<file path="config.mk">
export PLATFORM = sky130hd
export DESIGN_NAME = rdps_timer
export DESIGN_NICKNAME = d
export VERILOG_FILES = /design/src/rtl/core/rdps_pkg.sv /design/src/rtl/core/rdps_timer.sv
export SDC_FILE = /design/constraint.sdc
export NUM_CORES = 1
export LEC_CHECK = 0
export BUFFER_PORTS_ARGS = -buffer_cell sky130_fd_sc_hd__buf_4
export CAP_MARGIN = 15
export CORE_ASPECT_RATIO = 2
export CORE_MARGIN = 4
export CORE_UTILIZATION = 25
export DETAILED_ROUTE_END_ITERATION = 8
export HOLD_SLACK_MARGIN = 0.08
export SKIP_LAST_GASP = 1
export SLEW_MARGIN = 10
export SYNTH_ARGS = -nofsm -noshare
export SYNTH_HDL_FRONTEND = slang
export SYNTH_SLANG_ARGS = --single-unit
</file>
<file path="constraint.sdc">
create_clock -name i_clk -period 3.6 [get_ports i_clk]
set_input_delay 0.36 -clock i_clk [delete_from_list [all_inputs] [get_ports i_clk]]
set_output_delay 0.36 -clock i_clk [all_outputs]
set_load 0.02 [all_outputs]
</file>
<file path="src/rtl/core/rdps_pkg.sv">
// shared types, constants and helper functions for the pwm duty sequencer
package rdps_pkg;

    // field widths
    localparam int unsigned OP_W    = 1;
    localparam int unsigned IDX_W   = 12;
    localparam int unsigned BYTE_W  = 8;
    localparam int unsigned DUTY_W  = 10;
    localparam int unsigned MODE_W  = 3;
    localparam int unsigned UPD_W   = 10;
    localparam int unsigned PER_W   = 24;
    localparam int unsigned APB_AW  = 3;
    localparam int unsigned APB_DW  = 32;

    // defaults and limits
    localparam int unsigned TABLE_DEPTH_DEF = 4096;
    localparam logic [MODE_W-1:0] MODE_LAST  = 3'd5;
    localparam logic [PER_W-1:0]  PERIOD_RST = 24'd200000;

    // item opcodes
    localparam logic [OP_W-1:0] OP_TICK  = 1'b0;
    localparam logic [OP_W-1:0] OP_WRITE = 1'b1;

    // register index, taken from paddr[2]
    localparam logic REG_MODE_PERIOD = 1'b0;

    // events raised by one tick
    typedef struct packed {
        logic upd;
        logic sw;
    } t_tmr_evt;

    // update interval in ticks for each mode
    function automatic logic [UPD_W-1:0] interval_of(input logic [MODE_W-1:0] mode);
        logic [UPD_W-1:0] iv;
        case (mode)
            3'd0: iv = 10'd1000;
            3'd1: iv = 10'd500;
            3'd2: iv = 10'd333;
            3'd3: iv = 10'd250;
            3'd4: iv = 10'd200;
            3'd5: iv = 10'd166;
            default: iv = 10'd1000;
        endcase
        return iv;
    endfunction

    // v*1023/255 equals 4v + floor(v/85) for an 8-bit v
    function automatic logic [DUTY_W-1:0] byte_to_duty(input logic [BYTE_W-1:0] v);
        logic [1:0] corr;
        if (v == 8'd255) begin
            corr = 2'd3;
        end else if (v >= 8'd170) begin
            corr = 2'd2;
        end else if (v >= 8'd85) begin
            corr = 2'd1;
        end else begin
            corr = 2'd0;
        end
        return {v, 2'b00} + {8'd0, corr};
    endfunction

endpackage

</file>
<file path="src/rtl/core/rdps_timer.sv">
// update and mode counters, mode register and table read position
module rdps_timer
    import rdps_pkg::*;
#(
    parameter int unsigned TABLE_DEPTH = TABLE_DEPTH_DEF
) (
    input  logic                           i_clk,
    input  logic                           i_rst_n,
    input  logic                           i_tick,
    input  logic [PER_W-1:0]               i_period,
    output t_tmr_evt                       o_evt,
    output logic [MODE_W-1:0]              o_mode,
    output logic [$clog2(TABLE_DEPTH)-1:0] o_pos_next
);

    localparam int unsigned AW = $clog2(TABLE_DEPTH);
    localparam logic [AW-1:0] POS_LAST = AW'(TABLE_DEPTH - 1);

    logic [UPD_W-1:0]  r_upd_cnt, n_upd_cnt;
    logic [PER_W-1:0]  r_mode_cnt, n_mode_cnt;
    logic [MODE_W-1:0] r_mode, n_mode;
    logic [AW-1:0]     r_pos, n_pos;
    logic [UPD_W-1:0]  w_ue;
    logic [PER_W-1:0]  w_me;
    logic              w_upd_hit;
    logic              w_sw_hit;

    // counter compares use the mode from before any switch
    assign w_ue      = r_upd_cnt + 1'b1;
    assign w_me      = r_mode_cnt + 1'b1;
    assign w_upd_hit = (w_ue >= interval_of(r_mode));
    assign w_sw_hit  = (w_me >= i_period);

    always_comb begin
        n_upd_cnt  = r_upd_cnt;
        n_mode_cnt = r_mode_cnt;
        n_mode     = r_mode;
        n_pos      = r_pos;
        if (i_tick) begin
            // duty update path
            if (w_upd_hit) begin
                n_upd_cnt = '0;
                n_pos     = (r_pos == POS_LAST) ? '0 : r_pos + 1'b1;
            end else begin
                n_upd_cnt = w_ue;
            end
            // mode switch path
            if (w_sw_hit) begin
                n_mode_cnt = '0;
                n_mode     = (r_mode >= MODE_LAST) ? '0 : r_mode + 1'b1;
            end else begin
                n_mode_cnt = w_me;
            end
        end
    end

    always_ff @(posedge i_clk) begin
        if (!i_rst_n) begin
            r_upd_cnt  <= '0;
            r_mode_cnt <= '0;
            r_mode     <= '0;
            r_pos      <= '0;
        end else begin
            r_upd_cnt  <= n_upd_cnt;
            r_mode_cnt <= n_mode_cnt;
            r_mode     <= n_mode;
            r_pos      <= n_pos;
        end
    end

    assign o_evt.upd  = i_tick && w_upd_hit;
    assign o_evt.sw   = i_tick && w_sw_hit;
    assign o_mode     = r_mode;
    assign o_pos_next = n_pos;

endmodule

</file>
# Word-level counts from Yosys, hierarchy flattened

Index checks and enable logic that the tools add are counted.

Register bits: 49
Output and inout bits: 17
Logic and storage cells: 27

$add $sub $neg: 4
Order comparisons: 3
Equal/unequal tests: 6
Mux-type cells: 7
Reduce and logical (&&, ||, !) cells: 3

Operators with widths:

| kind                    | number |
|---|---|
| $pmux W10 S5            | 1 |
| $mux W12                | 3 |
| $add A24 B1 Y24 const B | 1 |
| $ge A24 B24 Y1          | 1 |
| $mux W24                | 1 |
| $add A12 B1 Y12 const B | 1 |
| $eq A12 B12 Y1 const B  | 1 |
| $add A10 B1 Y10 const B | 1 |
| $ge A10 B10 Y1          | 1 |
| $mux W10                | 1 |
| $eq A3 B2 Y1 const B    | 2 |
| $eq A3 B3 Y1 const B    | 2 |
| $add A3 B1 Y3 const B   | 1 |
| $eq A3 B1 Y1 const B    | 1 |
| $ge A3 B3 Y1 const B    | 1 |
| $mux W3                 | 1 |
| $logic_and A1 B1 Y1     | 2 |
| $reduce_and A2 Y1       | 1 |

# Depth between registers and ports, before layout

Gate-level depths: netlist (run 1).

Word-level depth: 5
Gate-level depth with buffers: 16
Gate-level depth less buffers: 15

# Worst setup path before layout (run 1)

No wires, ideal clock.

Path type: register to output
Start: reg r_mode[2] (netlist: o_mode[2])
End: out o_pos_next[9]
Arrival time: 3.337 ns
Required time: 3.240 ns
Slack: -0.097 ns
Stages on the path, launching flop included: 17
Path buffers: 2
Cell sequence: dfxtp_1 -> clkbuf_1 -> inv_1 -> ha_1 -> inv_1 -> nor2_1 -> inv_1 -> and3_1 -> ha_1 -> nand2b_1 -> a21o_1 -> a21oi_1 -> o221a_2 -> clkbuf_1 -> nor4_1 -> a31oi_1 -> nand2_1

Cells in the longest elaborated chain, start to end: 5
Elaborated cells on any way between the ends: 9
Those cells by class: order compare: 1; eq/ne: 5; mux: 3

RTL lines:

| item                                       | RTL line         | RTL |
|---|---|---|
| start, declared                            | rdps_timer.sv:21 | `logic [MODE_W-1:0] r_mode, n_mode;` |
| start signal, assigned                     | rdps_timer.sv:66 | `r_mode <= n_mode;` |
| $eq A3 B3 Y1, or another cell as far along | rdps_pkg.sv:36   | `case (mode)` |
| $pmux W10 S5 (*)                           | rdps_pkg.sv:36   |  |
| $ge A10 B10 Y1 (*)                         | rdps_timer.sv:31 | `assign w_upd_hit = (w_ue >= interval_of(r_mode));` |
| $mux W12 (*)                               | rdps_timer.sv:41 | `if (w_upd_hit) begin` |
| $mux W12 (*)                               | rdps_timer.sv:39 | `if (i_tick) begin` |
| end, declared                              | rdps_timer.sv:13 | `output logic [$clog2(TABLE_DEPTH)-1:0] o_pos_next` |

Every way passes the cells marked *; elsewhere a longest branch is shown, timed or not.

==> results_dict.tcl, run 1 <==
set metrics [dict create \
    ir_worst_vdd_mv 0.149 \
    regArea_um2 1000 \
    postSynthNetCount 549 \
    hold_viol_final 0 \
    placementRows 63 \
    nFillCells 1618 \
    p_per_area_nw_per_um2 241 \
    worstHoldStart "r_upd_cnt[4]" \
    cts-buffers-inserted 5 \
    cts_tree "yes" \
    dieArea_um2 17200 \
    startpoint_type "flop" \
    nNetsFinal 621 \
    hpwl_um 8090 \
    met3_usage 0.0153 \
    grt_overflow 0 \
    cp_max_fo 4 \
    endpoint_kind "output pin" \
    layout_min_cycle_time_ns 3.57 \
    cts_max_level 2 \
    rsz0062_at_grt "yes" \
    drtIter0Drc 139 \
    tightest_slew_ns 0.693 \
    met2_usage 0.256 \
    clk_latency_ns 0.29 \
    synth_top_cell_area_share 0.260 \
    start_util 0.254 \
    ios 44 \
    die_h_um 182 \
    worst_clock_skew_ns 0.00431 \
    areaGrowthSynthToFinish_pct 34.4 \
    synthDistinctLibCells 58 \
    synthesis.area_um2 3770 \
    vias_per_cell 5.01 \
    r2r-start "r_mode_cnt[4]" \
    r2r_cells 16 \
    clock_path_buffers 2 \
    ys_seq_elements 49 \
    setup_viol 0 \
    syn_avg_cell_area_um2 7.88 \
    required_ns 3.24 \
    antenna_found_initial 0 \
    grt_pass1_vias 3812 \
    synth_flop_cell "dfxtp_1" \
    cts.sinks 49 \
    grt_busiest_layer "met2" \
    worstPathArrival_ns 3.21 \
    drc_errors 0 \
    n_antenna_cell 0 \
    status "completed" \
    portBuffers 43 \
    clk_pin_slew_ns 0.07 \
    slew_violations 0 \
    synth_edf_count 0 \
    hold_buffers 0 \
    wl_per_cell_um 14.6 \
    multi_input_area_um2 2850 \
    fmax_ghz 0.280 \
    cts_root_buf "clkbuf_16" \
    place_area_um2 4420 \
    gp_congestion 0.874 \
    design_area_um2 5070 \
    timing.slew.headroom 0.536 \
    grt_max_degree 33 \
    async_flop_share 0 \
    critical_path_class "reg -> out" \
    drtAntennaViolNets 0 \
    fin_crit_sh 0.993 \
    crit_path_start "r_mode_cnt[4]" \
    num_vias 3741 \
    hold_path_class "reg -> reg" \
    use_met1 0.126 \
    p_leak_nw 2.35 \
    core_area_um2 14800 \
    grt_pass1_wl_um 17800 \
    synth-seq-area-share 0.260 \
    yosys_warnings 0 \
    synth_cells 478 \
    netlist.top_cell.by_area "dfxtp_1" \
    grtUsageTotal 0.128 \
    utilization 0.342 \
    wl_um 10900 \
    drive_gt1_frac 0.307 \
    whs_path_depth 2 \
    die_width_um 94.8 \
    first_pass_iters 4 \
    maxCapViolations 0 \
    ys_top_cells_by_area "dfxtp_1 (26%), ha_1 (15%), nand3_1 (5.7%), nand2_1 (5.4%), a21oi_1 (5.2%)" \
]
[worst paths after layout]
path / end / slack (ns)
worst max-delay path: o_evt[0] / 0.03
worst min-delay path: r_upd_cnt[4] / 0.48
worst max register to register: r_mode_cnt[17] / 0.13
worst min register to register: r_upd_cnt[4] / 0.48
[Yosys cell counts (all sizes together) (3+ instances only)]
| master | instances |
|---|---|
| nand2 | 55 |
| dfxtp | 49 |
| ha | 44 |
| nand3 | 43 |
| a21oi | 39 |
| inv | 35 |
| nor2 | 29 |
| xnor2 | 21 |
| and3 | 16 |
| xor2 | 14 |
| and2 | 12 |
| clkbuf | 12 |
| nand4 | 9 |
| a31oi | 8 |
| buf | 7 |
| nor2b | 7 |
| a21o | 6 |
| o21ai | 6 |
| a31o | 5 |
| and4 | 5 |
| a22o | 4 |
| nor3 | 4 |
| nor4 | 4 |
| o2bb2ai | 4 |
| a221o | 3 |
| and4b | 3 |
| nand3b | 3 |
| o211ai | 3 |
[area by class of cell]
| cell class | count | share of cell area |
|---|---|---|
| flip-flops and latches | 49 | 0.198 |
| well taps | 195 | 0.0482 |
| repair buffers | 85 | 0.132 |
| clock buffers | 7 | 0.0282 |
| inverters | 35 | 0.0259 |
| clock inverters | 1 | 0.00593 |
| multi-input cells | 374 | 0.562 |
[registers in the layout, summed over array words and instances, names as in the netlist]
name	flops
r_mode_cnt	24
r_pos	12
o_mode	3
r_upd_cnt	10
[power breakdown]
group / internal [mW] / switching [mW]
Combinational: 0.0495 / 0.0645
Clock: 0.348 / 0.213
Sequential: 0.544 / 0.00497
[cells by family (layout without fill, tap and decap cells)]
logic type | count (synthesis) | count (layout) | share of synthesized area
adder cells (fa/ha/maj) | 44 | 44 | 0.146
XOR/XNOR | 35 | 35 | 0.0813
flip-flops | 49 | 49 | 0.260
buffers and inverters | 55 | 128 | 0.0611
AO/OA/AOI/OAI | 89 | 89 | 0.159
AND/OR/NAND/NOR | 203 | 203 | 0.284
multiplexers | 3 | 3 | 0.00830
[critical path: stages (launching register included)]
cell and delay (ns):
dfxtp_2 0.33, and3_4 0.20, and2_4 0.14, and3_4 0.19
and2b_4 0.16, buf_4 0.10, nand2_2 0.07, xnor2_1 0.18
ha_1 0.27, nand4_1 0.18, nor2_1 0.07, a22oi_1 0.21
o211ai_2 0.14, a311oi_4 0.30, nand2b_4 0.21, inv_2 0.04
buf_6 0.12
[cell usage in the layout (no fill, tap or decap), types with 4 or more instances in the layout]
cell / n
a21oi_1: 35
inv_1: 30
clkbuf_16: 5
xnor2_1: 18
and3_1: 8
nor2b_1: 5
buf_4: 77
ha_1: 39
o21ai_1: 4
nand4_1: 9
xor2_1: 12
nor2_1: 26
a21o_1: 6
nand2_1: 52
a31o_2: 5
and2_1: 9
a22o_1: 4
nor3_1: 4
and3_4: 7
o2bb2ai_1: 4
dfxtp_2: 10
nand3_1: 40
a31oi_1: 8
dfxtp_1: 36
inv_2: 5
buf_6: 8
[repair_timing]
item                       CTS  global route
pin swaps                   14            28
gates cloned                 0             0
buffers inserted            11             7
resized for setup           31            51
setup endpoints to repair   24            35
hold endpoints to repair     0             0
[metal layers]
metal / wire length (um) / share of wire
met4: 364 / 0.033
met1: 3980 / 0.36
met2: 6220 / 0.57
met3: 349 / 0.032
met5: 0 / 0
[stage by stage]
step                setup TNS [ns]  hold WS (ns)  instances  power [mW]  setup WS (ns)
global placement                 0         0.468        720       0.668         0.0903
CTS                        -0.0257         0.485        739        1.24        -0.0257
global route                -0.422         0.509        746        1.27         -0.153
floorplan                        0         0.453        478       0.625       0.000466
finish                           0         0.478        746        1.22         0.0250
detailed placement          -0.512         0.472        720       0.672        -0.0678
Note: power is estimated with default switching activity, not from simulation.
==> inputs of run 2 (changes only) <==
- ABC_AREA: default -> 1
==> results_dict.tcl, run 2 <==
set metrics [dict create \
    clk_latency_ns 0.30 \
    met2_usage 0.261 \
    hold_viol_final 0 \
    p_per_area_nw_per_um2 271 \
    p_leak_nw 2.35 \
    fin_crit_sh 0.929 \
    grt_busiest_layer "met2" \
    tightest_slew_ns 0.658 \
    maxCapViolations 0 \
    netlist_top_cells_count "nand2_1 (176), inv_1 (94), nor2_1 (69)" \
    portBuffers 43 \
    wl_um 11000 \
    grtUsageTotal 0.121 \
    final_common_cell "nand2_1" \
    ys_top_cells_by_area "dfxtp_1 (24%), nand2_1 (16%), ha_1 (14%), inv_1 (8.7%), nor2_1 (6.4%)" \
    slew_violations 0 \
    stdcell_count 878 \
    synth-seq-area-share 0.243 \
    use_met1 0.101 \
    cts_max_level 2 \
    min_to "o_mode[0]" \
    die_width_um 97.9 \
    r2r-start "r_mode_cnt[2]" \
    wl_per_cell_um 12.5 \
    n_antenna_cell 0 \
    die_h_um 188 \
    top_regs "r_mode_cnt: 24 flops, r_pos: 12 flops, r_upd_cnt: 10 flops" \
    final_cell_mix "nand2_1 (176), inv_1 (93), nor2_1 (67)" \
    slowest_stage "dfxtp_1" \
    netlist.top_cell.by_area "dfxtp_1" \
    worstHoldStart "i_rst_n" \
    ios 44 \
    gp_congestion 0.857 \
    synthDistinctLibCells 32 \
    whs_path_depth 3 \
    areaGrowthSynthToFinish_pct 19.2 \
    max_stage_delay_ns 0.39 \
    drive_gt1_frac 0.152 \
    yosys_warnings 0 \
    cts-buffers-inserted 5 \
    crit_chain "ha_1 -> nand3_2 -> nor3_2 -> nand2_1 -> xnor2_1 -> ha_1 -> nand2_1 -> nor2_1 -> nand3_1 -> nand3_1 -> nand2_4 -> buf_4 -> o21ai_0 -> nand2_1 -> inv_1 -> buf_4" \
    fmax_ghz 0.299 \
    hold_path_class "in -> reg" \
    drtAntennaViolNets 0 \
    drtIter0Drc 117 \
    required_ns 3.24 \
    ys_seq_elements 49 \
    hpwl_um 8930 \
    synth_most_common_cell "nand2_1" \
    num_vias 3973 \
    worst_clock_skew_ns 0.00615 \
    synth_flop_cell "dfxtp_1" \
    start_util 0.255 \
    dp_cells 868 \
    startpoint_type "flop" \
    r2r_cells 21 \
    endpoint_kind "output pin" \
    dieArea_um2 18400 \
    synth_cells 632 \
    largest_reg_flops 24 \
    cts_root_buf "clkbuf_16" \
    place_area_um2 4590 \
    core_area_um2 15900 \
    grt_pass1_vias 3965 \
    reg2reg_slack_ns 0.66 \
    critPathTopFamily "simple AND/OR/NAND/NOR gates" \
    grt_overflow 0 \
    clock_path_buffers 2 \
    first_pass_iters 4 \
    synthesis.area_um2 4040 \
    setup_viol 0 \
    nNetsFinal 747 \
    critical_path_class "reg -> out" \
    ir_worst_vdd_mv 0.178 \
    synth_edf_count 0 \
    r2r_end "r_mode_cnt[10]" \
    drc_errors 0 \
    placementRows 65 \
    syn_avg_cell_area_um2 6.39 \
    cp_max_fo 7 \
    hold_buffers 0 \
    postSynthNetCount 703 \
    antenna_found_initial 0 \
    timing.slew.headroom 0.561 \
    grt_max_degree 37 \
    critPathBufInv 3 \
    path_common_cell "nand2_1" \
    async_flop_share 0 \
    design_area_um2 4810 \
    cts_tree "yes" \
    synth_top_cell_area_share 0.243 \
    clk_pin_slew_ns 0.07 \
    vias_per_cell 4.53 \
    cts.sinks 49 \
    layout_min_cycle_time_ns 3.34 \
    grt_pass1_wl_um 18000 \
    top_register "r_mode_cnt" \
    worstPathArrival_ns 2.98 \
    nFillCells 1825 \
    status "completed" \
    met3_usage 0.0115 \
]
run 2: cell types whose count changed after synthesis, moves of 7 or more:
cell | before | now
a21oi_1 | 39 | 46
xnor2_1 | 21 | 8
nand4_1 | 9 | 17
nand2_1 | 54 | 176
inv_2 | 0 | 8
nor2b_1 | 7 | 0
o21ai_0 | 2 | 19
a31oi_1 | 8 | 0
and3_1 | 14 | 0
nand3_1 | 43 | 29
nor2_1 | 29 | 69
and2_1 | 10 | 0
inv_1 | 35 | 94
run 2: metrics by stage:
stage	hold slack [ns]	worst slack, ns	util	setup TNS (ns)	power (mW)
after global routing	0.359	-0.0169	0.303	-0.0288	1.37
after CTS	0.350	0.0593	0.300	0	1.32
after global placement	0.469	0.408	0.289	0	0.743
after floorplan	0.458	0.649	-	0	0.681
final	0.345	0.257	0.303	0	1.30
after detailed placement	0.476	0.392	0.289	0	0.746
run 2: final cells by class:
type                            instances  area (um^2)  area share
Timing Repair Buffer                   52          390      0.0811
Clock buffer                            6          139      0.0289
Inverter                              103          389      0.0809
Multi-Input combinational cell        465         2620       0.544
Clock inverter                          2         37.5     0.00780
Sequential cell                        49          986       0.205
Tap cell                              201          251      0.0523
run 2: per-layer routing:
metal | wire length, um | vias up
met2 | 6740 | 48
met5 | 0 | -
met4 | 474 | 0
met1 | 3560 | 1817
li1 | - | 2085
met3 | 188 | 23
run 2: what timing repair did:
| action | 4_1_cts | 5_1_grt |
|---|---|---|
| buffers inserted | 0 | 2 |
| setup endpoints to repair | 0 | 13 |
| gates resized for setup | 0 | 13 |
| hold endpoints to repair | 0 | 0 |
run 2: worst max-delay path by stage:
stage | to | from | cells past startpoint
after floorplan | o_pos_next[11] | o_mode[2] | 15
after global placement | o_pos_next[0] | o_mode[2] | 14
after detailed placement | o_pos_next[2] | o_mode[2] | 14
after CTS | o_pos_next[0] | o_mode[2] | 14
after global routing | o_pos_next[11] | r_upd_cnt[1] | 16
final | o_pos_next[11] | r_upd_cnt[1] | 16
run 2: worst register-to-register path, cell delays in order, from the launching register on:
cell and delay, ns:
dfxtp_1 0.50, nand3_4 0.15, nor2_4 0.19, nand2_2 0.12, nor2_4 0.12, nand3_1 0.08
nand2_1 0.08, nand2_1 0.09, ha_1 0.30, nand2_1 0.06, inv_1 0.05, nand2_1 0.06
nand2_1 0.05, nand2_1 0.05, nand2_1 0.05, a21oi_1 0.12, buf_4 0.14, nand2_1 0.08
buf_4 0.16, inv_2 0.18, nand2_1 0.11, a21oi_2 0.12
run 2: logic make-up (layout without fill, tap and decap cells):
| group | Yosys count | after routing | synth area share |
|---|---|---|---|
| simple gates | 318 | 318 | 0.346 |
| fa+ha+maj | 44 | 44 | 0.136 |
| xor+xnor | 22 | 22 | 0.0496 |
| flops | 49 | 49 | 0.243 |
| buf+inv | 118 | 163 | 0.115 |
| compound gates | 81 | 81 | 0.110 |
run 2: report_power, final:
group | internal (mW) | switching (mW)
sequential | 0.551 | 0.0110
combinational | 0.0690 | 0.0998
clock | 0.348 | 0.226
==> inputs of run 3 (changes only) <==
==> constraint.sdc (replaced) <==
create_clock -name i_clk -period 3.6 [get_ports i_clk]
set_input_delay 0.54 -clock i_clk [delete_from_list [all_inputs] [get_ports i_clk]]
set_output_delay 0.54 -clock i_clk [all_outputs]
set_load 0.02 [all_outputs]
==> results_dict.tcl, run 3 (synthesized netlist as in run 2, its figures left out) <==
set metrics [dict create \
    clk_latency_ns 0.29 \
    r2r_cells 22 \
    hold_viol_final 0 \
    cp_max_fo 5 \
    drive_gt1_frac 0.194 \
    areaGrowthSynthToFinish_pct 22.5 \
    tightest_slew_ns 0.651 \
    nNetsFinal 752 \
    layout_min_cycle_time_ns 3.43 \
    pre_cts_ws_ns 0.226 \
    cts.sinks 49 \
    final_common_cell "nand2_1" \
    met1_length_um 3680 \
    grt_overflow 0 \
    fin_tns_setup_ns 0 \
    start_util 0.255 \
    ir_worst_vdd_mv 0.151 \
    min_to "r_mode_cnt[7]" \
    grt_max_degree 37 \
    clock_path_buffers 2 \
    maxCapViolations 0 \
    critical_path_class "reg -> out" \
    fin_ws_ns 0.167 \
    cts_max_level 2 \
    whs_path_depth 2 \
    p_leak_nw 2.38 \
    r2r-start "r_mode_cnt[0]" \
    final_cell_mix "nand2_1 (173), inv_1 (92), nor2_1 (61)" \
    dieArea_um2 18400 \
    slowest_stage "dfxtp_2" \
    status "completed" \
    worstHoldStart "r_mode_cnt[7]" \
    hold_ws_ns 0.491 \
    timing.slew.headroom 0.565 \
    setup_viol 0 \
    hold_path_class "reg -> reg" \
    top_regs "r_mode_cnt: 24 flops, r_pos: 12 flops, r_upd_cnt: 10 flops" \
    n_antenna_cell 0 \
    ios 44 \
    drtIter0Drc 112 \
    required_ns 3.06 \
    fin_crit_sh 0.954 \
    grt_pass1_wl_um 18000 \
    placementRows 65 \
    clk_pin_slew_ns 0.07 \
    reg2reg_slack_ns 0.69 \
    cts_tree "yes" \
    worstPathArrival_ns 2.89 \
    gp_congestion 0.857 \
    first_pass_iters 4 \
    portBuffers 43 \
    hold_buffers 0 \
    endpoint_kind "output pin" \
    crit_chain "buf_6 -> nand3_4 -> nor3_4 -> nand2_1 -> xnor2_2 -> ha_1 -> nand2_1 -> nor2_1 -> nand3_2 -> inv_1 -> a21oi_1 -> buf_4 -> nand2_1 -> nand2_1 -> inv_2 -> buf_4" \
    slew_violations 0 \
    p_per_area_nw_per_um2 263 \
    startpoint_type "flop" \
    drtAntennaViolNets 0 \
    wl_um 11100 \
    max_stage_delay_ns 0.35 \
    fmax_ghz 0.291 \
    top_register "r_mode_cnt" \
    die_width_um 97.9 \
    grtUsageTotal 0.122 \
    wl_met3_um 134 \
    worst_clock_skew_ns 0.00925 \
    grt_pass1_vias 3950 \
    num_vias 4004 \
    core_area_um2 15900 \
    cts_root_buf "clkbuf_16" \
    dr_wl_met2_um 6750 \
    rsz0062_at_grt "yes" \
    vias_per_cell 4.53 \
    die_h_um 188 \
    antenna_found_initial 0 \
    drc_errors 0 \
    wl_per_cell_um 12.6 \
    r2r_end "r_mode_cnt[14]" \
    hpwl_um 8920 \
    path_common_cell "nand2_1" \
    dr.max_layer_used "met4" \
    total_power_mw 1.30 \
    cts-buffers-inserted 5 \
    largest_reg_flops 24 \
]
[run 3: worst max-delay path by stage]
stage,start,to,slack [ns],cells after the start
after floorplan,o_mode[2],o_pos_next[11],0.47,15
after global placement,o_mode[2],o_pos_next[0],0.31,14
after detailed placement,o_mode[2],o_pos_next[2],0.23,14
after CTS,r_upd_cnt[0],o_pos_next[2],0.02,16
after global routing,r_upd_cnt[1],o_pos_next[7],-0.03,17
final,r_mode_cnt[0],o_evt[0],0.17,16
[run 3: final cells by class]
class | count | area [um^2]
Inverter | 103 | 394
Clock buffer | 6 | 139
Tap cell | 201 | 251
Fill cell | 1804 | 10900
Clock inverter | 2 | 37.5
Multi-Input combinational cell | 465 | 2700
Sequential cell | 49 | 996
Timing Repair Buffer | 57 | 432
[run 3: per-stage QoR]
| step | util | cells | instance area, um^2 |
|---|---|---|---|
| after global placement | 0.290 | 870 | 4600 |
| after global routing | 0.312 | 883 | 4950 |
| after CTS | 0.302 | 878 | 4780 |
| final | 0.312 | 883 | 4950 |
| after floorplan | - | 632 | 4040 |
| after detailed placement | 0.290 | 870 | 4600 |
[run 3: timing repair]
item | 4_1_cts | 5_1_grt
setup buffers | 0 | 5
pin swaps | 0 | 12
endpoints found under the hold margin | 0 | 0
setup endpoints to repair | 6 | 14
gates resized for setup | 4 | 39
[run 3: where the power goes]
group          leakage (nW)  internal (mW)  total, mW  switching (mW)
Sequential            0.401          0.551      0.562          0.0107
Combinational          1.90         0.0721      0.175           0.103
Clock                0.0831          0.347      0.566           0.218
[run 3: worst max-delay path, delay by kind of cell, from the launching register on]
kind	cells	cell delay (ns)
compound gates	1	0.06
xor+xnor	1	0.17
fa+ha+maj	1	0.30
buf+inv	5	0.57
flops	1	0.35
simple gates	8	1.15
[run 3: per-layer routing]
layer	track usage	vias up
met5	0	-
met3	0.0108	18
met2	0.258	42
met4	0.0731	0
li1	-	2091
met1	0.102	1853
